==> src/rtl/i2c_master_byte_sequencer_unit_assert.svh <==
// ----------------------------------------------------------------------------
// i2c_master_byte_sequencer_unit_assert.svh
// Assertion macros used by the I2C master byte sequencer core.
// ----------------------------------------------------------------------------
`ifndef I2C_MASTER_BYTE_SEQUENCER_UNIT_ASSERT_SVH
`define I2C_MASTER_BYTE_SEQUENCER_UNIT_ASSERT_SVH

// Same-cycle implication, checked outside reset
`define I2CMS_ASSERT_NOW(label, clk, rst, ante, cons, msg) \
  label: assert property (@(posedge clk) disable iff (rst) (ante) |-> (cons)) else $error(msg);

// Next-cycle implication, checked outside reset
`define I2CMS_ASSERT_NEXT(label, clk, rst, ante, cons, msg) \
  label: assert property (@(posedge clk) disable iff (rst) (ante) |=> (cons)) else $error(msg);

`endif

==> src/rtl/i2cms_pkg.sv <==
// ----------------------------------------------------------------------------
// i2cms_pkg
// Types and constants of the I2C master byte sequencer.
// ----------------------------------------------------------------------------
package i2cms_pkg;

  // Field widths
  localparam int CYCLE_W     = 16;
  localparam int ACTION_W    = 3;
  localparam int BYTE_W      = 8;
  localparam int CFG_INDEX_W = 2;
  localparam int TIMER_BITS_DEF = 16;

  // Command codes
  localparam logic [ACTION_W-1:0] ACT_TICK  = 3'd0;
  localparam logic [ACTION_W-1:0] ACT_START = 3'd1;
  localparam logic [ACTION_W-1:0] ACT_WRITE = 3'd2;
  localparam logic [ACTION_W-1:0] ACT_READ  = 3'd3;
  localparam logic [ACTION_W-1:0] ACT_STOP  = 3'd4;

  // Configuration register indexes
  localparam logic [CFG_INDEX_W-1:0] REG_LOW_PHASE  = 2'd0;
  localparam logic [CFG_INDEX_W-1:0] REG_HIGH_PHASE = 2'd1;

  // Reset values of the timing registers
  localparam logic [CYCLE_W-1:0] LOW_PHASE_RESET  = 16'd500;
  localparam logic [CYCLE_W-1:0] HIGH_PHASE_RESET = 16'd400;

  // Byte constants
  localparam logic [BYTE_W-1:0] BYTE_ONES  = 8'hff;
  localparam logic [BYTE_W-1:0] BYTE_ZEROS = 8'h00;

  // One command request
  typedef struct packed {
    logic [ACTION_W-1:0] action;
    logic [BYTE_W-1:0]   data_byte;
    logic                last_read;
    logic                scl_level;
    logic                sda_level;
  } cmd_t;

  // One result request
  typedef struct packed {
    logic              scl_release;
    logic              sda_release;
    logic              busy_res;
    logic              done_res;
    logic              nack_seen;
    logic [BYTE_W-1:0] read_data;
  } res_t;

  // Configuration write request
  typedef struct packed {
    logic [CFG_INDEX_W-1:0] index;
    logic [CYCLE_W-1:0]     data;
  } cfg_req_t;

  // Timing registers handed to the sequencer core
  typedef struct packed {
    logic [CYCLE_W-1:0] low_cycles;
    logic [CYCLE_W-1:0] high_cycles;
  } timing_cfg_t;

endpackage

==> src/rtl/i2cms_stream_if.sv <==
// ----------------------------------------------------------------------------
// i2cms_stream_if
// Valid/ready channel carrying one payload request per handshake.
// ----------------------------------------------------------------------------
interface i2cms_stream_if #(
  parameter type payload_t = logic
) ();

  logic     valid;
  logic     ready;
  payload_t payload;

  modport source (output valid, output payload, input ready);
  modport sink (input valid, input payload, output ready);

endinterface

==> src/rtl/i2cms_out_buf.sv <==
// ----------------------------------------------------------------------------
// i2cms_out_buf
// Two-entry result buffer: an output register plus a skid register, so a new
// tick is taken while a finished result still waits.
// ----------------------------------------------------------------------------
module i2cms_out_buf (
  input  logic             clk,
  input  logic             rst,
  input  logic             push,
  input  i2cms_pkg::res_t  push_data,
  output logic             push_ready,
  i2cms_stream_if.source   res
);
  import i2cms_pkg::*;

  logic out_valid;
  logic skid_valid;
  res_t out_data;
  res_t skid_data;
  logic pop;

  assign pop         = out_valid && res.ready;
  assign push_ready  = !skid_valid;
  assign res.valid   = out_valid;
  assign res.payload = out_data;

  // Track occupancy of both entries
  always_ff @(posedge clk) begin
    if (rst) begin
      out_valid  <= 1'b0;
      skid_valid <= 1'b0;
    end else if (pop) begin
      if (skid_valid) begin
        skid_valid <= 1'b0;
      end else begin
        out_valid <= push;
      end
    end else if (!out_valid) begin
      out_valid <= push;
    end else if (push) begin
      skid_valid <= 1'b1;
    end
  end

  // Move payloads alongside the valid bits
  always_ff @(posedge clk) begin
    if (pop) begin
      if (skid_valid) begin
        out_data <= skid_data;
      end else if (push) begin
        out_data <= push_data;
      end
    end else if (!out_valid) begin
      if (push) begin
        out_data <= push_data;
      end
    end else if (push) begin
      skid_data <= push_data;
    end
  end

endmodule

==> src/flat_wrapper.sv <==
// flat-port wrapper written by rule: the top's interface ports become plain ports
module i2cms_out_buf_flat import i2cms_pkg::*;
  (clk, rst, push, push_data, push_ready, res_valid, res_payload, res_ready);
  i2cms_stream_if res_i ();
  input  logic clk;
  input  logic rst;
  input  logic push;
  input  i2cms_pkg::res_t push_data;
  output logic push_ready;
  output wire logic [$bits(res_i.valid)-1:0] res_valid;
  output wire logic [$bits(res_i.payload)-1:0] res_payload;
  input wire logic [$bits(res_i.ready)-1:0] res_ready;
  assign res_valid = res_i.valid;
  assign res_payload = res_i.payload;
  assign res_i.ready = res_ready;
  i2cms_out_buf u_core (.clk(clk), .rst(rst), .push(push), .push_data(push_data), .push_ready(push_ready), .res(res_i));
endmodule
==> config.mk <==
export PLATFORM = sky130hd
export DESIGN_NAME = i2cms_out_buf_flat
export DESIGN_NICKNAME = d
export VERILOG_FILES = /design/src/rtl/i2c_master_byte_sequencer_unit_assert.svh /design/src/rtl/i2cms_pkg.sv /design/src/rtl/i2cms_stream_if.sv /design/src/rtl/i2cms_out_buf.sv /design/src/flat_wrapper.sv
export SDC_FILE = /design/constraint.sdc
export NUM_CORES = 1
export LEC_CHECK = 0
export BUFFER_PORTS_ARGS = -buffer_cell sky130_fd_sc_hd__buf_2
export CAP_MARGIN = 30
export CORE_AREA = 2 2 39 41
export DETAILED_ROUTE_END_ITERATION = 7
export DIE_AREA = 0 0 41 43
export PLACE_DENSITY = 0.41
export SLEW_MARGIN = 20
export SYNTH_ARGS = -nofsm -noshare
export SYNTH_HDL_FRONTEND = slang
export SYNTH_SLANG_ARGS = --single-unit
==> constraint.sdc <==
create_clock -name clk -period 2.5 [get_ports clk]
set_input_delay 0 -clock clk [delete_from_list [all_inputs] [get_ports clk]]
set_output_delay 0 -clock clk [all_outputs]
set_load 0.1 [all_outputs]
Word-level counts from Yosys, hierarchy flattened
Cells that the tools add are included.

Word-level logic and storage cells: 29. Input port bits: 17. Register bits: 28. Output and inout port bits: 3. Bits in writable memories: 0. Bits in read-only memories: 0. Latch bits: 0. Memories: 0.

Order comparisons: 0. Equal/unequal tests: 2. Div/mod/pow operators: 0. $mul: 0. Shift operators: 0. Bitwise gates (word level): 1. Mux-type cells: 7. $add $sub $neg: 0. Reduce and logical (&&, ||, !) cells: 5.

Operators by type and width (number): 13-bit two-way mux (4); 2-bit != test, second input constant (2); 1-bit two-way mux (3); 3-bit AND reduction (1); 2-bit AND reduction (1); 2-bit OR reduction (1); 1-bit logical AND (1); 1-bit logical NOT (1); 1-bit inverter (1).

Depth between registers and ports, before layout
Gate-level depths: netlist of run 1.

Depth after elaboration: 3. Mapped depth: 3. Mapped depth without buffers: 3.

Worst setup path after synthesis of run 1
OpenSTA, ideal clock, no wires.

Path kind: register -> register. Start: register u_core.out_valid (netlist: u_core.res.valid). End: register u_core.out_data (netlist bit u_core.res.payload), data pin. Arrival time: 1341 ps. Cell stages (with the launch flop): 4. Setup slack: 897 ps. Library setup time: 262 ps. Data required time: 2238 ps. Cells stage by stage: dfxtp_1 -> nand3_1 -> nor2_1 -> a21oi_1.

Cells in the longest elaborated chain, start to end: 2.

Ends and longest elaborated chain: from (decl) (RTL line i2cms_out_buf.sv:16) `logic out_valid;`; from (signal assigned) (RTL line i2cms_out_buf.sv:36) `out_valid <= push;`; from (signal assigned) (RTL line i2cms_out_buf.sv:39) `out_valid <= push;`; 1-bit logical AND (RTL line i2cms_out_buf.sv:22) `assign pop = out_valid && res.ready;`; 13-bit two-way mux (RTL line i2cms_out_buf.sv:47) `if (pop) begin`; to (signal assigned) (RTL line i2cms_out_buf.sv:49) `out_data <= skid_data;`; to (signal assigned) (RTL line i2cms_out_buf.sv:51) `out_data <= push_data;`; to (signal assigned) (RTL line i2cms_out_buf.sv:55) `out_data <= push_data;`; to (decl) (RTL line i2cms_out_buf.sv:18) `res_t out_data;`.

No other way between the ends. A chain may end at the register's enable or synchronous reset.

Worst setup path after layout of run 1
Start: register u_core.out_valid (netlist: u_core.res.valid). End: output port res_valid.

RTL lines: to (decl) (RTL line flat_wrapper.sv:10) `output wire logic [$bits(res_i.valid)-1:0] res_valid;`.

No word-level cell between the ends.

==> results of run 1 <==
## synthesized netlist by cell type
| master | instances |
|---|---|
| inv_1 | 3 |
| nand2_1 | 1 |
| nand3_1 | 1 |
| a21oi_1 | 3 |
| edfxtp_1 | 2 |
| nor2_1 | 2 |
| a211oi_1 | 1 |
| dfxtp_1 | 2 |
| o21ai_0 | 1 |
| mux2i_1 | 1 |
## where the power goes
part	switching, mW	internal (mW)
sequential	0.00327	0.0743
combinational	0.0375	0.0114
clock	0.0298	0.0601
total	0.0705	0.146
## final timing paths
kind,startpoint,end,depth (start not counted)
setup / recovery,u_core.res.valid$_SDFFE_PP0P_,res_valid,1
hold / removal,push,u_core.res.valid$_SDFFE_PP0P_,3
setup reg to reg,u_core.res.valid$_SDFFE_PP0P_,u_core.res.payload$_DFFE_PP_,3
hold reg to reg,u_core.skid_valid$_SDFFE_PP0P_,u_core.skid_valid$_SDFFE_PP0P_,2
## sequential cells by signal, indices dropped and copies added (netlist names)
| name | flops |
|---|---|
| u_core.res.payload | 1 |
| u_core.res.valid | 1 |
| u_core.skid_data | 1 |
| u_core.skid_valid | 1 |
## routing by layer
layer  share of wire (%)  wire length [um]
met1                  52               191
met2                  31               115
met3                  16                59
met4                   0                 0
met5                   0                 0
## what timing repair did
action	in CTS	in global routing
resized for setup	0	0
hold buffers	3	0
hold endpoints to repair	3	0
## kinds of logic (layout without fill, tap and decap cells)
kind of cell | Yosys count | after routing
AOI/OAI and AO/OA | 5 | 5
DFF | 4 | 4
muxes | 1 | 1
and+or+nand+nor | 4 | 4
buffers and inverters | 3 | 17
## through the flow
stage               instances  setup slack (ps)
floorplan                  17             897.0
global placement           40              1599
detailed placement         40              1575
CTS                        47              1410
global route               47              1351
finish                     47              1403
## final cells by class
| cell class | instances | share of cell area (%) |
|---|---|---|
| Sequential cell | 4 | 36.20 |
| Timing Repair Buffer | 10 | 23.53 |
| Multi-Input combinational cell | 10 | 19.46 |
| Clock buffer | 4 | 9.502 |
| Tap cell | 16 | 7.240 |
| Inverter | 3 | 4.072 |
## worst register-to-register path, delay by kind of cell, from the launching register on
kind	cells	cell delay, ps
flops	1	400
simple gates	2	230
compound gates	1	50
==> reports/qor.yml, run 1 <==
status:
  outcome: "complete, no violations"
setup_path:
  crit_buf_inv: 1
  crit_arrival_ps: 1100
  endpoint_kind: "output pin"
  critPathKind: "reg2out"
  path_max_fanout: 6
  max_stage_delay_ps: 460
  reg2reg_slack_ps: 1580
  cp-start-kind: "register"
  cpLargestDelayFamily: "buffers and inverters"
  cp_cell_sequence: "buf_2"
  required_ps: 2500
  crit_path_top_delay_cell: "buf_2"
pwr:
  p_per_area_nw_per_um2: 782.4
  peakVddDrop_mv: 0.2384
  leakagePower_nw: 0.1200
  power_mw: 0.2163
logic_synthesis:
  synth_simple_gate_area_share_pct: 9.848
  netlist_area_um2: 165.2
  synth.area.mux_share_pct: 6.061
  synth_xor_area_share_pct: 0
  avgSynthCellArea_um2: 9.715
  yosys.area.top_type: "edfxtp_1"
  syn_inst: 17
  yosys-top-cells-area: "edfxtp_1, dfxtp_1, a21oi_1"
  synthAdderAreaFrac_pct: 0
  synth_cell_types: 10
  synth.net_count: 34
  synth_seq_area_share_pct: 60.61
  synth_seq_cells: 4
  synth_top_area_share_pct: 36.36
  synth-compound-area-share_pct: 16.67
  synth_top_family_by_area: "compound AO/OA/AOI/OAI gates"
  yosysWarningCount: 0
final_layout:
  layout_common_cells: "buf_2, inv_1, a21oi_1, clkbuf_4, dlygate4sd3_1"
  drive_above_1_share_pct: 32.26
  seqCellArea_um2: 100.1
  diodes: 0
  syn2layout_area_growth_pct: 67.42
  final_common_cell: "buf_2"
  final_area_um2: 276.5
  post-route-util_pct: 19.98
  fillers: 147
  multi_input_area_um2: 53.80
  layout.nets: 49
sta:
  min_period_over_period_pct: 43.88
  skew_ps: 8.946
  setup_viol: 0
  finalMaxSlewViolations: 0
  whs_ps: 64.36
  max_clock_freq_mhz: 911.5
  rsz0062_at_grt: "false"
  worst_slew_pin_slew_ps: 483.5
  hold_viol_final: 0
  slew_headroom_pct: 67.99
  period_minus_slack_ps: 1097
  finalSetupTns_ps: 0
route:
  wl_um: 366
  drc_errors: 0
  vias: 168
  drtIter0Drc: 4
  routedWlPerCell_um: 7.787
  detail-route-antenna-nets: 0
  routed_via_density: 3.574
  dr.pass1.iters: 2
clock_tree:
  numCtsBuffers: 3
  htree_levels: 1
  clkTransAtPathRegs_ps: 40
  cts_sinks: 4
  cts_tree: "yes"
  cts_setup_buffers: 0
  clk_latency_ps: 240
  cts_buffer_depth: 2
  ctsRootBufferMaster: "clkbuf_4"
place:
  dpl_cell_area_um2: 220.2
  place.gp.congestion: 0.7728
  io_buffer_count: 7
  dp_hpwl_um: 248.4
global_route:
  gr-usage-met2_pct: 6.250
  grtUsageMet3_pct: 9.424
  overflow: 0
  antenna_found_initial: 0
  met1_usage_pct: 7.742
  grt_pass1_wl_um: 676
  grt.total_usage_pct: 6.834
  grt_pass1_vias: 161
  top_usage_layer: "met3"
  grt_max_degree: 7
run:
  drv_cap: 0
min_path:
  hold_class: "in2reg"
floorplanning:
  ios: 20
  die_x_um: 41
  start_util_pct: 11.93
  rows: 14
  core-area_um2: 1384
  die_h_um: 43
  die_area_um2: 1763
Power figures use the tool's default switching activity.
==> run 2, diff against run 1 <==
- ABC_AREA: default -> 1
- PLACE_DENSITY: 0.41 -> 0.42
- clock period: 2.5 -> 1.1 ns (I/O delays scaled with it)
==> run 2 against run 1 <==
Effect of this change: clock power up 130%; cell area grew 17%; non-clock buffer count decreased by 1; clock skew grew 3.3 ps; critical path depth stayed put; combinational power rose to 2.7 times the previous value; sequential share of layout area shrank 4.0 points; utilization rose by 3.3 points; count of clock-buffer cells in the layout unchanged; synthesized area rose by 14%; sequential power grew 130%.
==> reports/qor.yml, run 2 <==
route:
  vias: 176  # +4.8%
  wl_met1_um: 170  # -11%
  drtIter0Drc: 1  # -3
  routedWlPerCell_um: 6.906  # -11%
  drc_errors: 0  # unchanged
  wl_met3_um: 47  # -20%
  route.met2.wl_um: 147  # +28%
  dr.pass1.iters: 2  # unchanged
  detail-route-antenna-nets: 0  # unchanged
  routed_via_density: 3.321  # -7.1%
  wl_um: 366  # unchanged
  top_layer: "met3"
logic_synthesis:
  async_flop_share_pct: 0  # unchanged
  avgSynthCellArea_um2: 7.820  # -20%
  synth_seq_area_share_pct: 53.33  # -7.3 points
  yosysMostFrequentCell: "nand2_1"
  synth-edff-count: 2  # unchanged
  synth_common_cells: "nand2_1, inv_1, nor2_1, dfxtp_1, edfxtp_1"
  syn_inst: 24  # +7
  synth_seq_cells: 4  # unchanged
  synthFlopType: "edfxtp_1"
  yosysWarningCount: 0  # unchanged
  yosys-top-cells-area: "edfxtp_1, dfxtp_1, nand2_1"
  synth_top_area_share_pct: 32.00  # -4.4 points
  yosys.area.top_type: "edfxtp_1"
  netlist_area_um2: 187.7  # +14%
  synth_cell_types: 9  # -1
  synth.net_count: 41  # +21%
pwr:
  power.share.combinational_pct: 25.9  # +3.3 points
  leakagePower_nw: 0.1552  # +29%
  intPower_mw: 0.3486  # +140%
  switching_share_pct: 32.31  # -0.29 points
  p_per_area_nw_per_um2: 1595  # +100%
  power_frac_seq_pct: 34.2  # -1.7 points
  p_clk_share_pct: 39.9  # -1.6 points
  power_mw: 0.5150  # +140%
  p_switching_mw: 0.1664  # +140%
  peakVddDrop_mv: 0.9507  # +300%
clock_tree:
  htree_levels: 1  # unchanged
  cts_tree: "yes"
  clkTransAtPathRegs_ps: 30  # about the same
  ctsRootBufferMaster: "clkbuf_4"
  clk_latency_ps: 240  # about the same
  numCtsBuffers: 3  # unchanged
  cts_sinks: 4  # unchanged
  cts_buffer_depth: 2  # unchanged
sta:
  finalSetupTns_ps: 0  # unchanged
  rsz0062_at_grt: "false"
  slew_headroom_pct: 67.81  # -0.18 points
  setup_viol: 0  # unchanged
  max_clock_freq_mhz: 999.9
  hold_viol_final: 0  # unchanged
  min_period_over_period_pct: 90.92
  skew_ps: 12.27  # +3.325 ps
  finalMaxSlewViolations: 0  # unchanged
  period_minus_slack_ps: 1000
  worst_slew_pin_slew_ps: 486.2  # +2.673 ps
place:
  dpl_cell_area_um2: 276.5  # +26%
  io_buffer_count: 7  # unchanged
  dp_hpwl_um: 267.3  # +7.6%
  place.gp.congestion: 0.6849  # -11%
floorplanning:
  die_h_um: 43  # unchanged
  die_area_um2: 1763  # unchanged
  rows: 14  # unchanged
  core-area_um2: 1384  # unchanged
  start_util_pct: 13.56  # +1.6 points
  die_x_um: 41  # unchanged
  ios: 20  # unchanged
setup_path:
  max_stage_delay_ps: 420  # -40 ps
  critPathKind: "reg2out"
  crit_buf_inv: 1  # unchanged
  crit_arrival_ps: 1000  # -100 ps
  cpLargestDelayFamily: "buffers and inverters"
  required_ps: 1100  # -1400 ps
  crit_path_top_delay_cell: "buf_2"
  cp_cell_sequence: "buf_2"
  path_max_fanout: 4  # -2
  cp-start-kind: "register"
  r2r_start: "u_core.skid_valid$_SDFFE_PP0P_"
  crit_path_start: "u_core.res.valid$_SDFFE_PP0P_"
  endpoint_kind: "output pin"
final_layout:
  layout_common_cells: "nand2_1, inv_1, buf_2"
  seqCellArea_um2: 103.9  # +3.8%
  diodes: 0  # unchanged
  final_common_cell: "nand2_1"
  final_area_um2: 322.8  # +17%
  fillers: 153  # +4.1%
  multi_input_area_um2: 68.82  # +28%
  drive_above_1_share_pct: 35.14  # +2.9 points
  syn2layout_area_growth_pct: 72.00
  layout.nets: 55  # +12%
global_route:
  grt_max_degree: 5  # -2
  antenna_found_initial: 0  # unchanged
  overflow: 0  # unchanged
  grt_pass1_wl_um: 724  # +7.1%
  grt.total_usage_pct: 6.747  # -0.087 points
  grt_pass1_vias: 190  # +18%
status:
  outcome: "complete, no violations"
min_path:
  hold_path.startpoint: "res_ready"
  hold_class: "in2reg"
run:
  drv_cap: 0  # unchanged
[run 2: cell count changes after synthesis]
cell	previous run	this run
nor3_1	0	1
nor2_1	2	3
nand3_1	1	0
o21ai_0	1	0
a21oi_1	3	1
nand2_1	1	8
mux2i_1	1	0
nand2_2	0	1
a211oi_1	1	0
inv_1	3	5
nor2_4	0	1
[run 2: timing repair]
| action | in CTS | in global routing |
|---|---|---|
| hold endpoints to repair | 3 | 0 |
| buffers inserted | 0 | 0 |
| resized for setup | 0 | 0 |
| hold buffers | 2 | 0 |
[run 2: worst paths after layout]
kind | cells past startpoint | slack [ps] | endpoint
worst max-delay path | 1 | 100 | res_valid
worst min-delay path | 4 | 80 | u_core.skid_valid$_SDFFE_PP0P_
worst max register to register | 5 | 190 | u_core.res.payload$_DFFE_PP_
worst min register to register | 2 | 530 | u_core.skid_valid$_SDFFE_PP0P_
[run 2: cell type report]
class / count / area share [%]
clock buffers: 4 / 8.140
inverters: 5 / 5.814
multi-input cells: 15 / 21.32
flip-flops and latches: 4 / 32.17
well taps: 16 / 6.202
repair buffers: 9 / 26.36
[run 2: metrics by stage]
step	utilization (%)	cells	setup slack (ps)	hold slack, ps
global placement	19.98	47	161.2	170.8
finish	23.33	53	99.89	83.14
CTS	23.33	53	88.38	81.17
global route	23.33	53	59.72	103.0
detailed placement	19.98	47	174.8	166.4
floorplan	-	24	-274.3	62.70
[run 2: worst reg2reg max path: cells and delay by family (launching register included)]
family,cells,cell delay [ps]
DFF,1,320
and+or+nand+nor,3,220
buffers and inverters,2,140
[run 2: logic make-up (layout without fill, tap and decap cells)]
kind of cell | Yosys count | count (layout) | share of synthesized area [%]
compound gates | 1 | 1 | 2.664
simple gates | 14 | 14 | 34.00
buf+inv | 5 | 18 | 10.00
flops | 4 | 4 | 53.34
[run 2: power groups by stage]
stage / clock [mW] / combinational (mW) / sequential (mW)
after global placement: 0 / 0.129 / 0.179
after detailed placement: 0 / 0.128 / 0.179
after floorplan: 0 / 0.0358 / 0.227
final: 0.205 / 0.133 / 0.176
after global routing: 0.231 / 0.142 / 0.177
after CTS: 0.214 / 0.134 / 0.177
[run 2: per-layer routing]
metal | vias up | global-route usage [%]
li1 | 98 | -
met1 | 69 | 8.117
met2 | 9 | 7.500
met3 | 0 | 6.283
met4 | 0 | 4.000
met5 | - | 0
==> run 3, diff against run 2 <==
- BUFFER_PORTS_ARGS: -buffer_cell sky130_fd_sc_hd__buf_2 -> -buffer_cell sky130_fd_sc_hd__clkbuf_2
- CTS_CLUSTER_DIAMETER: default -> 80
- clock period: 1.1 -> 1.2 ns (I/O delays scaled with it)
==> run 3 against run 2 <==
Effect of this change: final cell count is the same; clock power decreased by 9%; count of clock-buffer cells in the layout did not move; hold slack improved by 2.7 ps; clock skew fell by 4.1 ps; via count increased by 5.1%; combinational power decreased by 19%; sequential cell count is the same; critical path depth grew 1; sequential share of layout area increased by 2.4 points; sequential power fell by 9.7%; register-to-register slack improved by 120 ps.
==> reports/qor.yml, run 3 (same netlist as run 2, synthesis figures left out) <==
setup_path:
  path_max_fanout: 2  # -2
  critPathKind: "reg2out"
  rr_worst_depth: 5  # unchanged
  cp-start-kind: "register"
  cp-endpoint: "push_ready"
  crit_arrival_ps: 950  # -50 ps
  endpoint_kind: "output pin"
  required_ps: 1200  # +100 ps
  reg2reg_to: "u_core.res.payload$_DFFE_PP_"
  reg2reg_slack_ps: 310  # +120 ps
  crit_path_start: "u_core.skid_valid$_SDFFE_PP0P_"
  r2r_start: "u_core.skid_valid$_SDFFE_PP0P_"
final_layout:
  post-route-util_pct: 21.70  # -1.6 points
  stdcell_count: 53  # unchanged
  layout.nets: 55  # unchanged
  fillers: 159  # +3.9%
  diodes: 0  # unchanged
  final_common_cell: "nand2_1"
  syn2layout_area_growth_pct: 60.00
  layout_common_cells: "nand2_1, inv_1, clkbuf_2"
  final_area_um2: 300.3  # -7.0%
  drive_above_1_share_pct: 35.14  # unchanged
route:
  dr.pass1.iters: 2  # unchanged
  routed_via_density: 3.491  # +5.1%
  detail-route-antenna-nets: 0  # unchanged
  drc_errors: 0  # unchanged
  wl_um: 383  # +4.6%
  vias: 185  # +5.1%
  drtIter0Drc: 1  # unchanged
  routedWlPerCell_um: 7.226  # +4.6%
sta:
  hold_viol_final: 0  # unchanged
  slew_headroom_pct: 81.49  # +14 points
  max_clock_freq_mhz: 1057
  whs_ps: 85.89  # +2.743 ps
  finalMaxSlewViolations: 0  # unchanged
  rsz0062_at_grt: "false"
  skew_ps: 8.134  # -4.137 ps
  worst_slew_pin_slew_ps: 280.0  # -206.2 ps
  min_period_over_period_pct: 78.84
  setup_viol: 0  # unchanged
  period_minus_slack_ps: 946.1
clock_tree:
  htree_levels: 1  # unchanged
  clk_latency_ps: 240  # about the same
  cts_tree: "yes"
  cts_sinks: 4  # unchanged
  ctsRootBufferMaster: "clkbuf_4"
  clkTransAtPathRegs_ps: 40  # about the same
  numCtsBuffers: 3  # unchanged
  cts_buffer_depth: 2  # unchanged
floorplanning:
  rows: 14  # unchanged
  start_util_pct: 13.56  # unchanged
  die_h_um: 43  # unchanged
  die_area_um2: 1763  # unchanged
  ios: 20  # unchanged
  core-area_um2: 1384  # unchanged
  die_x_um: 41  # unchanged
place:
  dp_cells: 47  # unchanged
  dp_hpwl_um: 302.2  # +13%
  place.gp.congestion: 0.6719  # -1.9%
  io_buffer_count: 7  # unchanged
  dpl_cell_area_um2: 254.0  # -8.1%
status:
  outcome: "complete, no violations"
global_route:
  antenna_found_initial: 0  # unchanged
  grt_pass1_wl_um: 717  # -0.97%
  grt_max_degree: 5  # unchanged
  overflow: 0  # unchanged
  grt.total_usage_pct: 6.439  # -0.31 points
  grt_pass1_vias: 199  # +4.7%
pwr:
  p_per_area_nw_per_um2: 1511  # -5.3%
  leakagePower_nw: 0.1461  # -5.9%
  peakVddDrop_mv: 0.6472  # -32%
  power_mw: 0.4538  # -12%
min_path:
  hold_class: "in2reg"
run:
  drv_cap: 0  # unchanged
run 3: cell types whose count changed in the layout (fill, tap and decap cells not counted):
cell / delta
clkbuf_2: +4
buf_4: +3
buf_2: -5
buf_12: -2
run 3: layout make-up:
type	count	area [um^2]	share of cell area (%)
Clock buffer	4	26.28	8.750
Inverter	5	18.77	6.250
Sequential cell	4	103.9	34.58
Multi-Input combinational cell	15	68.82	22.92
Tap cell	16	20.02	6.667
Timing Repair Buffer	9	62.56	20.83
run 3: worst min path at each step:
stage,start,to,depth (start not counted)
global route,res_ready,u_core.skid_valid$_SDFFE_PP0P_,4
global placement,rst,u_core.res.valid$_SDFFE_PP0P_,2
CTS,res_ready,u_core.skid_valid$_SDFFE_PP0P_,4
detailed placement,rst,u_core.res.valid$_SDFFE_PP0P_,2
floorplan,rst,u_core.res.valid$_SDFFE_PP0P_,1
finish,res_ready,u_core.skid_valid$_SDFFE_PP0P_,4
run 3: per-stage QoR:
stage               worst slack, ps  TNS, ps
floorplan                    -174.3   -241.7
global placement              299.8        0
detailed placement            289.4        0
CTS                           246.0        0
global route                  218.1        0
finish                        253.9        0
run 3: where the power goes:
group / leakage [nW] / switching, mW / internal [mW]
registers: 0.0369 / 0.00555 / 0.154
clock network: 0.0150 / 0.0608 / 0.125
logic: 0.0943 / 0.0815 / 0.0270
run 3: worst max-delay path, stage by stage, from the launching register on:
cell and delay (ps):
dfxtp_1 300, inv_1 110, buf_4 310
run 3: what timing repair did:
action                    4_1_cts  5_1_grt
buffers inserted                0        0
hold buffers                    2        0
hold endpoints to repair        3        0
resized for setup               0        0
run 3: per-layer routing:
metal | global-route usage (%) | share of wire (%) | wire length (um) | vias up
li1 | - | - | - | 97
met1 | 6.472 | 43 | 164 | 78
met2 | 9.063 | 47 | 181 | 10
met3 | 6.283 | 9.7 | 37 | 0
met4 | 2.000 | 0 | 0 | 0
met5 | 0 | 0 | 0 | -
