File: config.mk
export PLATFORM = sky130hd
export DESIGN_NAME = i2cms_core
export DESIGN_NICKNAME = d
export VERILOG_FILES = /design/src/rtl/i2cms_pkg.sv /design/src/rtl/i2cms_core.sv
export VERILOG_INCLUDE_DIRS = /design/src /design/src/rtl
export SDC_FILE = /design/constraint.sdc
export NUM_CORES = 1
export LEC_CHECK = 0
export BUFFER_PORTS_ARGS = -buffer_cell sky130_fd_sc_hd__buf_2
export CORE_ASPECT_RATIO = 0.5
export CORE_MARGIN = 1
export CORE_UTILIZATION = 60
export DETAILED_ROUTE_END_ITERATION = 7
export PLACE_DENSITY = 0.88
export SLEW_MARGIN = 40
export SYNTH_ARGS = -nofsm -noshare
export SYNTH_HDL_FRONTEND = slang
export SYNTH_SLANG_ARGS = --single-unit
File: constraint.sdc
create_clock -name clk -period 4 [get_ports clk]
set_input_delay 0 -clock clk [delete_from_list [all_inputs] [get_ports clk]]
set_output_delay 0 -clock clk [all_outputs]
set_load 0.01 [all_outputs]
File: src/rtl/i2c_master_byte_sequencer_unit_assert.svh
// ----------------------------------------------------------------------------
// i2c_master_byte_sequencer_unit_assert.svh
// Assertion macros used by the I2C master byte sequencer core.
// ----------------------------------------------------------------------------
`ifndef I2C_MASTER_BYTE_SEQUENCER_UNIT_ASSERT_SVH
`define I2C_MASTER_BYTE_SEQUENCER_UNIT_ASSERT_SVH

// Same-cycle implication, checked outside reset
`define I2CMS_ASSERT_NOW(label, clk, rst, ante, cons, msg) \
  label: assert property (@(posedge clk) disable iff (rst) (ante) |-> (cons)) else $error(msg);

// Next-cycle implication, checked outside reset
`define I2CMS_ASSERT_NEXT(label, clk, rst, ante, cons, msg) \
  label: assert property (@(posedge clk) disable iff (rst) (ante) |=> (cons)) else $error(msg);

`endif

File: src/rtl/i2cms_pkg.sv
// ----------------------------------------------------------------------------
// i2cms_pkg
// Types and constants of the I2C master byte sequencer.
// ----------------------------------------------------------------------------
package i2cms_pkg;

  // Field widths
  localparam int CYCLE_W     = 16;
  localparam int ACTION_W    = 3;
  localparam int BYTE_W      = 8;
  localparam int CFG_INDEX_W = 2;
  localparam int TIMER_BITS_DEF = 16;

  // Command codes
  localparam logic [ACTION_W-1:0] ACT_TICK  = 3'd0;
  localparam logic [ACTION_W-1:0] ACT_START = 3'd1;
  localparam logic [ACTION_W-1:0] ACT_WRITE = 3'd2;
  localparam logic [ACTION_W-1:0] ACT_READ  = 3'd3;
  localparam logic [ACTION_W-1:0] ACT_STOP  = 3'd4;

  // Configuration register indexes
  localparam logic [CFG_INDEX_W-1:0] REG_LOW_PHASE  = 2'd0;
  localparam logic [CFG_INDEX_W-1:0] REG_HIGH_PHASE = 2'd1;

  // Reset values of the timing registers
  localparam logic [CYCLE_W-1:0] LOW_PHASE_RESET  = 16'd500;
  localparam logic [CYCLE_W-1:0] HIGH_PHASE_RESET = 16'd400;

  // Byte constants
  localparam logic [BYTE_W-1:0] BYTE_ONES  = 8'hff;
  localparam logic [BYTE_W-1:0] BYTE_ZEROS = 8'h00;

  // One command request
  typedef struct packed {
    logic [ACTION_W-1:0] action;
    logic [BYTE_W-1:0]   data_byte;
    logic                last_read;
    logic                scl_level;
    logic                sda_level;
  } cmd_t;

  // One result request
  typedef struct packed {
    logic              scl_release;
    logic              sda_release;
    logic              busy_res;
    logic              done_res;
    logic              nack_seen;
    logic [BYTE_W-1:0] read_data;
  } res_t;

  // Configuration write request
  typedef struct packed {
    logic [CFG_INDEX_W-1:0] index;
    logic [CYCLE_W-1:0]     data;
  } cfg_req_t;

  // Timing registers handed to the sequencer core
  typedef struct packed {
    logic [CYCLE_W-1:0] low_cycles;
    logic [CYCLE_W-1:0] high_cycles;
  } timing_cfg_t;

endpackage

File: src/rtl/i2cms_core.sv
// ----------------------------------------------------------------------------
// i2cms_core
// Bus sequencer state: one accepted tick advances the state by one step and
// yields the result request for that tick.
// ----------------------------------------------------------------------------
module i2cms_core #(
  parameter int TIMER_BITS = i2cms_pkg::TIMER_BITS_DEF
) (
  input  logic                   clk,
  input  logic                   rst,
  input  logic                   accept,
  input  i2cms_pkg::cmd_t        cmd,
  input  i2cms_pkg::timing_cfg_t timing,
  output i2cms_pkg::res_t        result
);
  import i2cms_pkg::*;

  `include "i2c_master_byte_sequencer_unit_assert.svh"

  // Phase codes
  localparam logic [3:0] PH_IDLE        = 4'd0;
  localparam logic [3:0] PH_START_WAIT  = 4'd1;
  localparam logic [3:0] PH_START_SETUP = 4'd2;
  localparam logic [3:0] PH_START_HOLD  = 4'd3;
  localparam logic [3:0] PH_BIT_LOW     = 4'd4;
  localparam logic [3:0] PH_BIT_WAIT    = 4'd5;
  localparam logic [3:0] PH_BIT_HIGH    = 4'd6;
  localparam logic [3:0] PH_TAIL        = 4'd7;
  localparam logic [3:0] PH_STOP_WAIT   = 4'd8;
  localparam logic [3:0] PH_STOP_HOLD   = 4'd9;
  localparam logic [3:0] PH_STOP_TAIL   = 4'd10;

  localparam int WideW = (TIMER_BITS > CYCLE_W) ? TIMER_BITS : CYCLE_W;
  localparam logic [WideW-1:0] TimerMaxWide = WideW'({TIMER_BITS{1'b1}});

  // Clamp a count register into the timer range, zero acts as one
  function automatic logic [TIMER_BITS-1:0] sat_load(input logic [CYCLE_W-1:0] cnt);
    logic [WideW-1:0] w;
    begin
      w = WideW'(cnt);
      if (w == '0) begin
        w = WideW'(1);
      end else if (w > TimerMaxWide) begin
        w = TimerMaxWide;
      end
      sat_load = w[TIMER_BITS-1:0];
    end
  endfunction

  logic [3:0]            phase, phase_next;
  logic [3:0]            bit_count, bit_count_next;
  logic [BYTE_W-1:0]     shift_byte, shift_byte_next;
  logic [TIMER_BITS-1:0] phase_timer, phase_timer_next;
  logic [BYTE_W-1:0]     received_byte, received_byte_next;
  logic                  final_read, final_read_next;
  logic                  scl_drive, scl_drive_next;
  logic                  sda_drive, sda_drive_next;
  logic                  read_mode, read_mode_next;
  logic                  nack_flag, nack_flag_next;

  logic [TIMER_BITS-1:0] low_load, high_load;
  logic                  expired;
  logic [TIMER_BITS-1:0] timer_step;
  logic                  enter_low;
  logic                  done, nack;

  assign low_load   = sat_load(timing.low_cycles);
  assign high_load  = sat_load(timing.high_cycles);
  assign expired    = (phase_timer <= TIMER_BITS'(1));
  assign timer_step = expired ? '0 : phase_timer - TIMER_BITS'(1);

  // Next state for one tick
  always_comb begin
    phase_next         = phase;
    bit_count_next     = bit_count;
    shift_byte_next    = shift_byte;
    phase_timer_next   = phase_timer;
    received_byte_next = received_byte;
    final_read_next    = final_read;
    scl_drive_next     = scl_drive;
    sda_drive_next     = sda_drive;
    read_mode_next     = read_mode;
    nack_flag_next     = nack_flag;
    enter_low          = 1'b0;
    done               = 1'b0;
    nack               = 1'b0;

    case (phase)
      PH_IDLE: begin
        if (cmd.action == ACT_START) begin
          shift_byte_next = cmd.data_byte;
          read_mode_next  = 1'b0;
          nack_flag_next  = 1'b0;
          bit_count_next  = '0;
          scl_drive_next  = 1'b1;
          sda_drive_next  = 1'b1;
          phase_next      = PH_START_WAIT;
        end else if (cmd.action == ACT_WRITE || cmd.action == ACT_READ) begin
          read_mode_next  = (cmd.action == ACT_READ);
          shift_byte_next = (cmd.action == ACT_READ) ? BYTE_ONES : cmd.data_byte;
          final_read_next = cmd.last_read;
          nack_flag_next  = 1'b0;
          bit_count_next  = '0;
          enter_low       = 1'b1;
        end else if (cmd.action == ACT_STOP) begin
          sda_drive_next = 1'b0;
          scl_drive_next = 1'b1;
          phase_next     = PH_STOP_WAIT;
        end
      end
      PH_START_WAIT: begin
        if (cmd.scl_level) begin
          phase_timer_next = low_load;
          phase_next       = PH_START_SETUP;
        end
      end
      PH_START_SETUP: begin
        phase_timer_next = timer_step;
        if (expired) begin
          sda_drive_next   = 1'b0;
          phase_timer_next = high_load;
          phase_next       = PH_START_HOLD;
        end
      end
      PH_START_HOLD: begin
        phase_timer_next = timer_step;
        if (expired) begin
          enter_low = 1'b1;
        end
      end
      PH_BIT_LOW: begin
        phase_timer_next = timer_step;
        if (expired) begin
          scl_drive_next = 1'b1;
          phase_next     = PH_BIT_WAIT;
        end
      end
      PH_BIT_WAIT: begin
        if (cmd.scl_level) begin
          if (bit_count < 4'd8) begin
            shift_byte_next = {shift_byte[BYTE_W-2:0], cmd.sda_level};
            if (bit_count == 4'd7 && read_mode) begin
              received_byte_next = {shift_byte[BYTE_W-2:0], cmd.sda_level};
            end
          end else if (!read_mode) begin
            nack_flag_next = cmd.sda_level;
          end
          phase_timer_next = high_load;
          phase_next       = PH_BIT_HIGH;
        end
      end
      PH_BIT_HIGH: begin
        phase_timer_next = timer_step;
        if (expired) begin
          scl_drive_next = 1'b0;
          bit_count_next = bit_count + 4'd1;
          if (bit_count_next >= 4'd9) begin
            sda_drive_next   = 1'b1;
            shift_byte_next  = BYTE_ONES;
            phase_timer_next = low_load;
            phase_next       = PH_TAIL;
          end else begin
            enter_low = 1'b1;
          end
        end
      end
      PH_TAIL: begin
        phase_timer_next = timer_step;
        if (expired) begin
          done           = 1'b1;
          nack           = nack_flag;
          nack_flag_next = 1'b0;
          bit_count_next = '0;
          phase_next     = PH_IDLE;
        end
      end
      PH_STOP_WAIT: begin
        if (cmd.scl_level) begin
          phase_timer_next = high_load;
          phase_next       = PH_STOP_HOLD;
        end
      end
      PH_STOP_HOLD: begin
        phase_timer_next = timer_step;
        if (expired) begin
          sda_drive_next   = 1'b1;
          phase_timer_next = low_load;
          phase_next       = PH_STOP_TAIL;
        end
      end
      PH_STOP_TAIL: begin
        phase_timer_next = timer_step;
        if (expired) begin
          done       = 1'b1;
          phase_next = PH_IDLE;
        end
      end
      default: begin
        phase_next = PH_IDLE;
      end
    endcase

    // Open a bit slot: pull SCL low and set up SDA for the slot
    if (enter_low) begin
      scl_drive_next = 1'b0;
      if (bit_count_next < 4'd8) begin
        sda_drive_next = read_mode_next ? 1'b1 : shift_byte_next[BYTE_W-1];
      end else begin
        sda_drive_next = read_mode_next ? final_read_next : 1'b1;
      end
      phase_timer_next = low_load;
      phase_next       = PH_BIT_LOW;
    end
  end

  // Result reflects the state after the tick
  always_comb begin
    result.scl_release = scl_drive_next;
    result.sda_release = sda_drive_next;
    result.busy_res    = (phase_next != PH_IDLE);
    result.done_res    = done;
    result.nack_seen   = nack & done;
    result.read_data   = received_byte_next;
  end

  // Advance the state on each accepted tick
  always_ff @(posedge clk) begin
    if (rst) begin
      phase         <= PH_IDLE;
      bit_count     <= '0;
      shift_byte    <= BYTE_ONES;
      phase_timer   <= '0;
      received_byte <= BYTE_ZEROS;
      final_read    <= 1'b0;
      scl_drive     <= 1'b1;
      sda_drive     <= 1'b1;
      read_mode     <= 1'b0;
      nack_flag     <= 1'b0;
    end else if (accept) begin
      phase         <= phase_next;
      bit_count     <= bit_count_next;
      shift_byte    <= shift_byte_next;
      phase_timer   <= phase_timer_next;
      received_byte <= received_byte_next;
      final_read    <= final_read_next;
      scl_drive     <= scl_drive_next;
      sda_drive     <= sda_drive_next;
      read_mode     <= read_mode_next;
      nack_flag     <= nack_flag_next;
    end
  end

  `I2CMS_ASSERT_NOW(a_bit_count_range, clk, rst, 1'b1, bit_count <= 4'd9, "bit count past ack slot")
  `I2CMS_ASSERT_NOW(a_start_hold_lines, clk, rst, phase == PH_START_HOLD, !sda_drive && scl_drive, "start hold lines wrong")
  `I2CMS_ASSERT_NOW(a_nack_with_done, clk, rst, accept && result.nack_seen, result.done_res, "nack without done")
  `I2CMS_ASSERT_NEXT(a_hold_without_tick, clk, rst, !accept, $stable(phase) && $stable(phase_timer), "state moved without tick")

endmodule

### After elaboration in Yosys (flattened, before gate mapping)

Cells that the tools add are included.

* register bits: 45
* input bits: 49

* $add $sub $neg: 2
* $lt $le $gt $ge: 6
* equal/unequal tests: 25
* muxes and demuxes: 85
* bitwise logic cells: 1
* reductions and logical operators: 15

Operator list (number)
* 2-to-1 mux 16 bit: 12
* one-hot mux 16 bit (6 select lines): 1
* 2-to-1 mux 8 bit: 11
* 2-to-1 mux 4 bit: 17
* one-hot mux 4 bit (10 select lines): 1
* 2-to-1 mux 1 bit: 37
* > comparator 16 bit (second input constant): 2
* zero test 16 bit: 2
* one-hot mux 8 bit (3 select lines): 1
* equality test 4 x 3 -> 1 bit (second input constant): 5
* <= comparator 16 x 1 -> 1 bit (second input constant): 1
* subtractor 16 x 1 -> 16 bit (second input constant): 1
* inequality test 2 bit (second input constant): 7
* AND reduction 7 bit: 2
* equality test 4 bit (second input constant): 3
* one-hot mux 4 bit (3 select lines): 1
* one-hot mux 1 bit (3 select lines): 3
* equality test 4 x 2 -> 1 bit (second input constant): 2
* less-than comparator 4 bit (second input constant): 2
* nonzero test 7 bit: 1
* equality test 3 x 2 -> 1 bit (second input constant): 2
* inequality test 3 bit (second input constant): 2
* nonzero test 3 bit: 2
* adder 4 x 1 -> 4 bit (second input constant): 1
* 14 further kinds: 15

### Depth between registers and ports, before layout

Gate-level depths: netlist of the first run.

* word-level depth: 8
* depth in mapped cells: 11

### Worst setup path after synthesis of the first run

No wires, ideal clock.

* path type: register -> register
* from: register phase_timer[0]
* to: register phase_timer[14]
* library setup time: 0.132 ns
* arrival time: 2.203 ns
* path slack: 1.665 ns
* cell stages (with the launch flop): 11
* path buffers: 1
* clock period less this slack: 2.335 ns
* cell sequence: dfxtp_1 > inv_1 > ha_1 > nor2_1 > nand3b_1 > nor3_4 > a22o_1 > a221o_1 > buf_4 > a221oi_1 > nor3_1

* cells in the longest elaborated chain, start to end: 6

RTL lines
* start: declaration: RTL line i2cms_core.sv:53 `logic [TIMER_BITS-1:0] phase_timer, phase_timer_next;`
* start signal: assignment: RTL line i2cms_core.sv:243 `phase_timer <= phase_timer_next;`
* subtractor 16 x 1 -> 16 bit or <= comparator 16 x 1 -> 1 bit (tied branches): RTL line i2cms_core.sv:70, i2cms_core.sv:69
* 2-to-1 mux 16 bit: RTL line i2cms_core.sv:70 `assign timer_step = expired ? '0 : phase_timer - TIMER_BITS'(1);`
* 2-to-1 mux 16 bit: RTL line i2cms_core.sv:157 `if (bit_count_next >= 4'd9) begin`
* 2-to-1 mux 16 bit: RTL line i2cms_core.sv:154 `if (expired) begin`
* one-hot mux 16 bit (6 select lines): RTL line i2cms_core.sv:88 `case (phase)`
* 2-to-1 mux 16 bit: RTL line i2cms_core.sv:204 `if (enter_low) begin`

Several ways; a longest one is shown, not always the timed one.
A chain may end at the register's enable or synchronous reset.

==> results of run 1 <==
==> per-layer routing <==
metal / global-route usage [%] / part of all wire [%] / vias up / wire length (µm)
met2: 47.7 / 43 / 175 / 3970
met1: 42.7 / 46 / 1664 / 4260
met5: 0 / 0 / - / 0
met4: 12.6 / 1.9 / 0 / 178
li1: - / - / 1753 / -
met3: 7.49 / 8.3 / 20 / 765
==> worst max-delay path, cell delays in order, from the launching register on <==
cell and delay (ps):
dfxtp_1 810, nor4bb_1 500, and3_1 430, and4_1 460, mux2_2 400, buf_2 150
==> placed cells by master, fill, tap and decap left out, types with 12 or more instances in the layout <==
cell	netlist	final
a211oi_1	17	17
a21oi_1	22	22
buf_2	9	60
dfxtp_1	45	45
mux2i_1	12	12
nand2_1	19	19
nor2_1	65	65
nor3_1	17	17
o21ai_0	21	21
==> timing repair <==
item | CTS | global route
setup buffers | 0 | 0
endpoints found under the setup margin | 0 | 0
hold buffers | 2 | 0
endpoints found under the hold margin | 2 | 0
==> registers in the layout (all words and copies together), names as in the netlist <==
name           cells
nack_flag          1
scl_drive          1
bit_count          4
phase              4
phase_timer       16
shift_byte         8
final_read         1
read_mode          1
sda_drive          1
received_byte      8
==> worst paths after layout <==
check,from,to,slack (ps),cells after the start
setup / recovery,phase[0]$_SDFFE_PP0P_,result[2],960,5
hold / removal,cmd[0],nack_flag$_SDFFE_PP0P_,6,3
hold reg to reg,received_byte[7]$_SDFFE_PP0P_,received_byte[7]$_SDFFE_PP0P_,470,2
setup reg to reg,phase[0]$_SDFFE_PP0P_,phase_timer[1]$_SDFFE_PP0P_,1040,7
==> per-stage QoR <==
| stage | utilization (%) | power [µW] | cell area [µm²] | hold WS, ps |
|---|---|---|---|---|
| finish | 71.2 | 1490 | 3960 | 6.39 |
| global route | 71.2 | 1570 | 3960 | 16.1 |
| CTS | 71.2 | 1490 | 3960 | 7.71 |
| detailed placement | 67.4 | 953 | 3750 | 265 |
| global placement | 67.4 | 944 | 3750 | 251 |
| floorplan | - | 864 | 3520 | 141 |
==> report_power, final <==
group	switching (µW)	internal (µW)	total [µW]
clock network	184	357	541
logic	255	179	434
registers	39.9	479	519
==> cells by family after synthesis <==
| logic type | Yosys count |
|---|---|
| and+or+nand+nor | 180 |
| AOI/OAI and AO/OA | 136 |
| buffers and inverters | 47 |
| DFF | 45 |
| muxes | 22 |
| xor gates and xnor gates | 15 |
| adders and majority gates | 4 |
==> area by class of cell <==
class	count	area, µm²
Timing Repair Buffer	66	350
Tap cell	73	91.3
Fill cell	470	1600
Inverter	10	37.5
Sequential cell	45	901
Clock inverter	3	65.1
Multi-Input combinational cell	357	2390
Clock buffer	5	125
==> results.json, run 1 <==
{
  "outcome": "completed",
  "vias_per_cell": 6.46,
  "port_buffers": 61,
  "period_needed_ps": 3040,
  "post-route-worst-setup-slack_ps": 956,
  "area_growth_pct": 12.4,
  "syn_area_mm2": 0.00352,
  "fmax_mhz": 328,
  "p_per_area_mw_per_mm2": 377,
  "path_class": "reg2out",
  "ys_warn_count": 0,
  "core_mm2": 0.00556,
  "tns_ps": 0,
  "wl_per_cell_um": 16.4,
  "async_flop_share_pct": 0,
  "grt_first_pass_wirelength_mm": 15.1,
  "muxShareOfSynthArea_pct": 6.61,
  "dp_hpwl_mm": 6.50,
  "drt_wl_total_mm": 9.17,
  "start_kind": "flop",
  "drive_above_1_share_pct": 21.2,
  "synth-compound-area-share_pct": 28.7,
  "cts.sinks": 45,
  "syn_inst": 449,
  "row_count": 19,
  "hold_class": "in2reg",
  "worstMarginPinSlew_ps": 745,
  "synth-xor-area-share_pct": 3.73,
  "synth_top_cell_area_share_pct": 25.6,
  "syn_nets": 502,
  "relSlewSlack_pct": 50.1,
  "drcViolationCount": 0,
  "synthAdderAreaFrac_pct": 1.42,
  "crit_fanout": 25,
  "dpl_worst_slack_ps": 1110,
  "nets": 538,
  "setup_viol": 0,
  "rsz0062_at_grt": "no",
  "synth_edf_count": 0,
  "die_w_um": 110,
  "grt_pass1_vias": 3207,
  "dr.pass1.iters": 6,
  "yosys.area.top_type": "dfxtp_1",
  "synth_area_leaders": "dfxtp_1, nor2_1, a211oi_1",
  "p_leak_uw": 0.00157,
  "ys_ff_latch": 45,
  "n_antenna_cell": 0,
  "synth_cell_types": 74,
  "io_pins": 62,
  "cts_buffers": 5,
  "synth_common_cells": "nor2_1, dfxtp_1, a21oi_1, o21ai_0, nand2_1",
  "die_h_um": 56.2,
  "grt_max_degree": 48,
  "clockRootBuffer": "clkbuf_16",
  "initial_core_util_pct": 63.3,
  "synth_top_family_by_area": "compound AO/OA/AOI/OAI gates",
  "fin_cells": 559,
  "die-area_mm2": 0.00620,
  "synthFlopType": "dfxtp_1",
  "antenna_found_initial": 0,
  "cts_resized": 0,
  "arrival_ps": 3040,
  "gp_congestion": 0.902,
  "syn_area_per_cell_um2": 7.85,
  "grt_overflow_total": 0,
  "clk_pin_slew_ps": 60,
  "slew_viol_final": 0,
  "required_ps": 4000,
  "cts_tree": "done",
  "grt_use_total_pct": 31.4,
  "yosysMostFrequentCell": "nor2_1",
  "cts_buffer_depth": 2,
  "clkLatencyLatePin_ps": 300,
  "place_inst": 549,
  "yosysSeqAreaShare_pct": 25.6,
  "skew_ps": 4.78,
  "vias": 3612,
  "cap_violations": 0,
  "timing.final.crit_share_pct": 76.1,
  "report.final.hold_viol_count": 0,
  "crit_path_end_kind": "primary output",
  "vdd_ir_drop_max_uv": 236,
  "drt-initial-drc-count": 390,
  "synth-simple-area-share_pct": 27.3,
  "ant_nets": 0,
  "htree_levels": 2
}
Note: power is estimated with default switching activity, not from simulation.
==> inputs of run 2 (changes only) <==
--- a/config.mk
+++ b/config.mk
@@ -6,12 +6,13 @@
 export SDC_FILE = /design/constraint.sdc
 export NUM_CORES = 1
 export LEC_CHECK = 0
+export ABC_AREA = 1
 export BUFFER_PORTS_ARGS = -buffer_cell sky130_fd_sc_hd__buf_2
 export CORE_ASPECT_RATIO = 0.5
 export CORE_MARGIN = 1
-export CORE_UTILIZATION = 60
+export CORE_UTILIZATION = 52
 export DETAILED_ROUTE_END_ITERATION = 7
-export PLACE_DENSITY = 0.88
+export PLACE_DENSITY = 0.81
 export SLEW_MARGIN = 40
 export SYNTH_ARGS = -nofsm -noshare
 export SYNTH_HDL_FRONTEND = slang
==> constraint.sdc (replaced) <==
create_clock -name clk -period 2.5 [get_ports clk]
set_input_delay 0 -clock clk [delete_from_list [all_inputs] [get_ports clk]]
set_output_delay 0 -clock clk [all_outputs]
set_load 0.01 [all_outputs]
==> run 2 against run 1 <==
Against the previous run:
- clock skew decreased by 1.3 ps
- power increased by 75%
- sequential power increased by 67%
- critical endpoint is now result[10]
- synthesized cell count increased by 32%
- flip-flop and latch count unchanged
- largest power group is now combinational cells
- count of clock-buffer cells in the layout unchanged
- critical path type unchanged
- sequential share of layout area decreased by 1.1 points
- cell area increased by 5.2%
- via count increased by 15%
- wire length increased by 16%
==> results.json, run 2 <==
{
  "setup_viol": 0,
  "htree_levels": 2,
  "drcViolationCount": 0,
  "drt_wl_total_mm": 10.6,
  "syn_area_per_cell_um2": 6.07,
  "grt_first_pass_wirelength_mm": 17.2,
  "grt_overflow_total": 0,
  "synth_area_leaders": "dfxtp_1, nand2_1, o21ai_0",
  "switchingPower_uw": 1010,
  "path_class": "reg2out",
  "synth_edf_count": 0,
  "fillers": 617,
  "largest_reg_flops": 16,
  "hp-start": "timing[30]",
  "gp_congestion": 1.01,
  "reg2reg_from": "phase_timer[0]$_SDFFE_PP0P_",
  "ys_ff_latch": 45,
  "async_flop_share_pct": 0,
  "power.internal_uw": 1610,
  "yosysSeqAreaShare_pct": 25.0,
  "clockRootBuffer": "clkbuf_16",
  "sw_frac_of_total_pct": 38.4,
  "timing.final.crit_share_pct": 92.5,
  "comb_power_share_pct": 38.1,
  "pwr-share-clk_pct": 28.9,
  "post_cts_buffers": 0,
  "worstMarginPinSlew_ps": 722,
  "drt-initial-drc-count": 376,
  "cts.sinks": 45,
  "relSlewSlack_pct": 51.8,
  "period_needed_ps": 2310,
  "ant_nets": 0,
  "wl_per_cell_um": 14.3,
  "path_depth": 13,
  "utilization_pct": 65.6,
  "n_antenna_cell": 0,
  "cts_buffer_depth": 2,
  "top_regs": "phase_timer: 16 flops, received_byte: 8 flops, shift_byte: 8 flops",
  "syn_inst": 593,
  "p_leak_uw": 0.00206,
  "path_buf_inv": 4,
  "vdd_ir_drop_max_uv": 326,
  "p_per_area_mw_per_mm2": 629,
  "syn_area_mm2": 0.00360,
  "nets": 705,
  "die_w_um": 120,
  "antenna_found_initial": 0,
  "die-area_mm2": 0.00728,
  "syn_nets": 646,
  "worstPathCellList": "inv_1, ha_2, nand2_2, nor2_4, nand2_1, nand2_1, buf_4, inv_1, nand3_1, nand3_1, a21oi_2, nand3_1, buf_2",
  "area_growth_pct": 15.7,
  "tns_ps": 0,
  "dpl_worst_slack_ps": 285,
  "seq_power_share_pct": 33.0,
  "fmax_mhz": 433,
  "crit_family": "simple AND/OR/NAND/NOR gates",
  "synth_cell_types": 44,
  "die_h_um": 60.8,
  "r2r_cells": 12,
  "grt_pass1_vias": 3732,
  "vias_per_cell": 5.62,
  "crit_start": "phase_timer[0]$_SDFFE_PP0P_",
  "slowest_delay_ps": 310,
  "start_kind": "flop",
  "yosysMostFrequentCell": "nand2_1",
  "drive_above_1_share_pct": 17.8,
  "synth_top_cell_area_share_pct": 25.0,
  "regMostFlops": "phase_timer",
  "report.final.hold_viol_count": 0,
  "vias": 4158,
  "synth_common_cells": "nand2_1, inv_1, nor2_1, o21ai_0, dfxtp_1",
  "cts_tree": "done",
  "outcome": "completed",
  "ys_warn_count": 0,
  "skew_ps": 3.48,
  "port_buffers": 61,
  "grt_use_total_pct": 30.4,
  "layout_commonest_cell": "nand2_1",
  "hold_class": "in2reg",
  "initial_core_util_pct": 56.6,
  "cp_common_cell": "nand3_1",
  "post-route-worst-setup-slack_ps": 188,
  "cap_violations": 0,
  "whs_ps": 7.79,
  "clk_pin_slew_ps": 60,
  "grt_max_degree": 26,
  "rsz0062_at_grt": "no",
  "arrival_ps": 2310,
  "required_ps": 2500,
  "io_pins": 62,
  "row_count": 20,
  "core_mm2": 0.00636,
  "synthFlopType": "dfxtp_1",
  "dp_hpwl_mm": 7.90,
  "crit_path_end_kind": "primary output",
  "yosys.area.top_type": "dfxtp_1",
  "layout_common_cells": "nand2_1, inv_1, nor2_1, o21ai_0, buf_2",
  "dr.pass1.iters": 5,
  "crit_fanout": 6,
  "whs_path_depth": 3,
  "slew_viol_final": 0,
  "clkLatencyLatePin_ps": 290,
  "crit_slowest_cell": "dfxtp_1",
  "cts_buffers": 5
}
[run 2: final timing paths]
path	slack, ps	to
setup / recovery	190	result[10]
hold / removal	8	phase_timer[14]$_SDFFE_PP0P_
setup reg to reg	320	phase_timer[5]$_SDFFE_PP0P_
hold reg to reg	480	shift_byte[0]$_SDFFE_PP1P_
[run 2: worst reg2reg max path, stage by stage (launching register included)]
cell     delay [ps]
dfxtp_1         310
inv_1           130
ha_2            220
nand2_2         100
nor2_4          200
nor2_2           90
nor2_4          190
a21oi_4         130
nand2_2          90
nand2_4         150
inv_4           220
o21ai_0         120
a21oi_1         160
[run 2: power by group through the flow]
stage               clock, µW  combinational [µW]  sequential (µW)
detailed placement          0                 964              876
finish                    757                 998              865
floorplan                   0                 768              858
global route              793                1120              874
CTS                       761                 978              861
global placement            0                 954              877
[run 2: kinds of logic (layout without fill, tap and decap cells)]
family,after synthesis,in the layout,share of synthesized area (%)
AOI/OAI and AO/OA,140,140,21.6
and+or+nand+nor,291,291,37.0
buffers and inverters,102,161,12.3
adders and majority gates,4,4,1.39
DFF,45,45,25.0
xor gates and xnor gates,11,11,2.68
[run 2: per-layer routing]
metal	part of all wire (%)	GRT usage, %	up-vias
met1	44	36.8	1865
met3	9.3	6.86	23
met5	0	0	-
li1	-	-	2065
met4	1.8	9.11	0
met2	45	55.5	205
[run 2: final cells by class]
class	count	area [µm²]	share of cell area [%]
multi-input cells	446	2270	54.5
well taps	88	110	2.64
repair buffers	74	423	10.2
inverters	80	303	7.27
clock buffers	5	125	3.00
flip-flops and latches	45	901	21.6
clock inverters	2	35.0	0.841
[run 2: repair_timing]
| item | in CTS | in global routing |
|---|---|---|
| endpoints found under the hold margin | 8 | 0 |
| resized for setup | 0 | 4 |
| setup endpoints to repair | 0 | 1 |
| hold buffers | 8 | 0 |
[run 2: through the flow]
| stage | instance area, µm² | cells | power (µW) |
|---|---|---|---|
| 2_1_floorplan | 3600 | 593 | 1630 |
| 3_3_place_gp | 3910 | 725 | 1830 |
| 3_5_place_dp | 3910 | 725 | 1840 |
| 4_1_cts | 4150 | 740 | 2600 |
| 5_1_grt | 4170 | 740 | 2780 |
| 6_report | 4170 | 740 | 2620 |
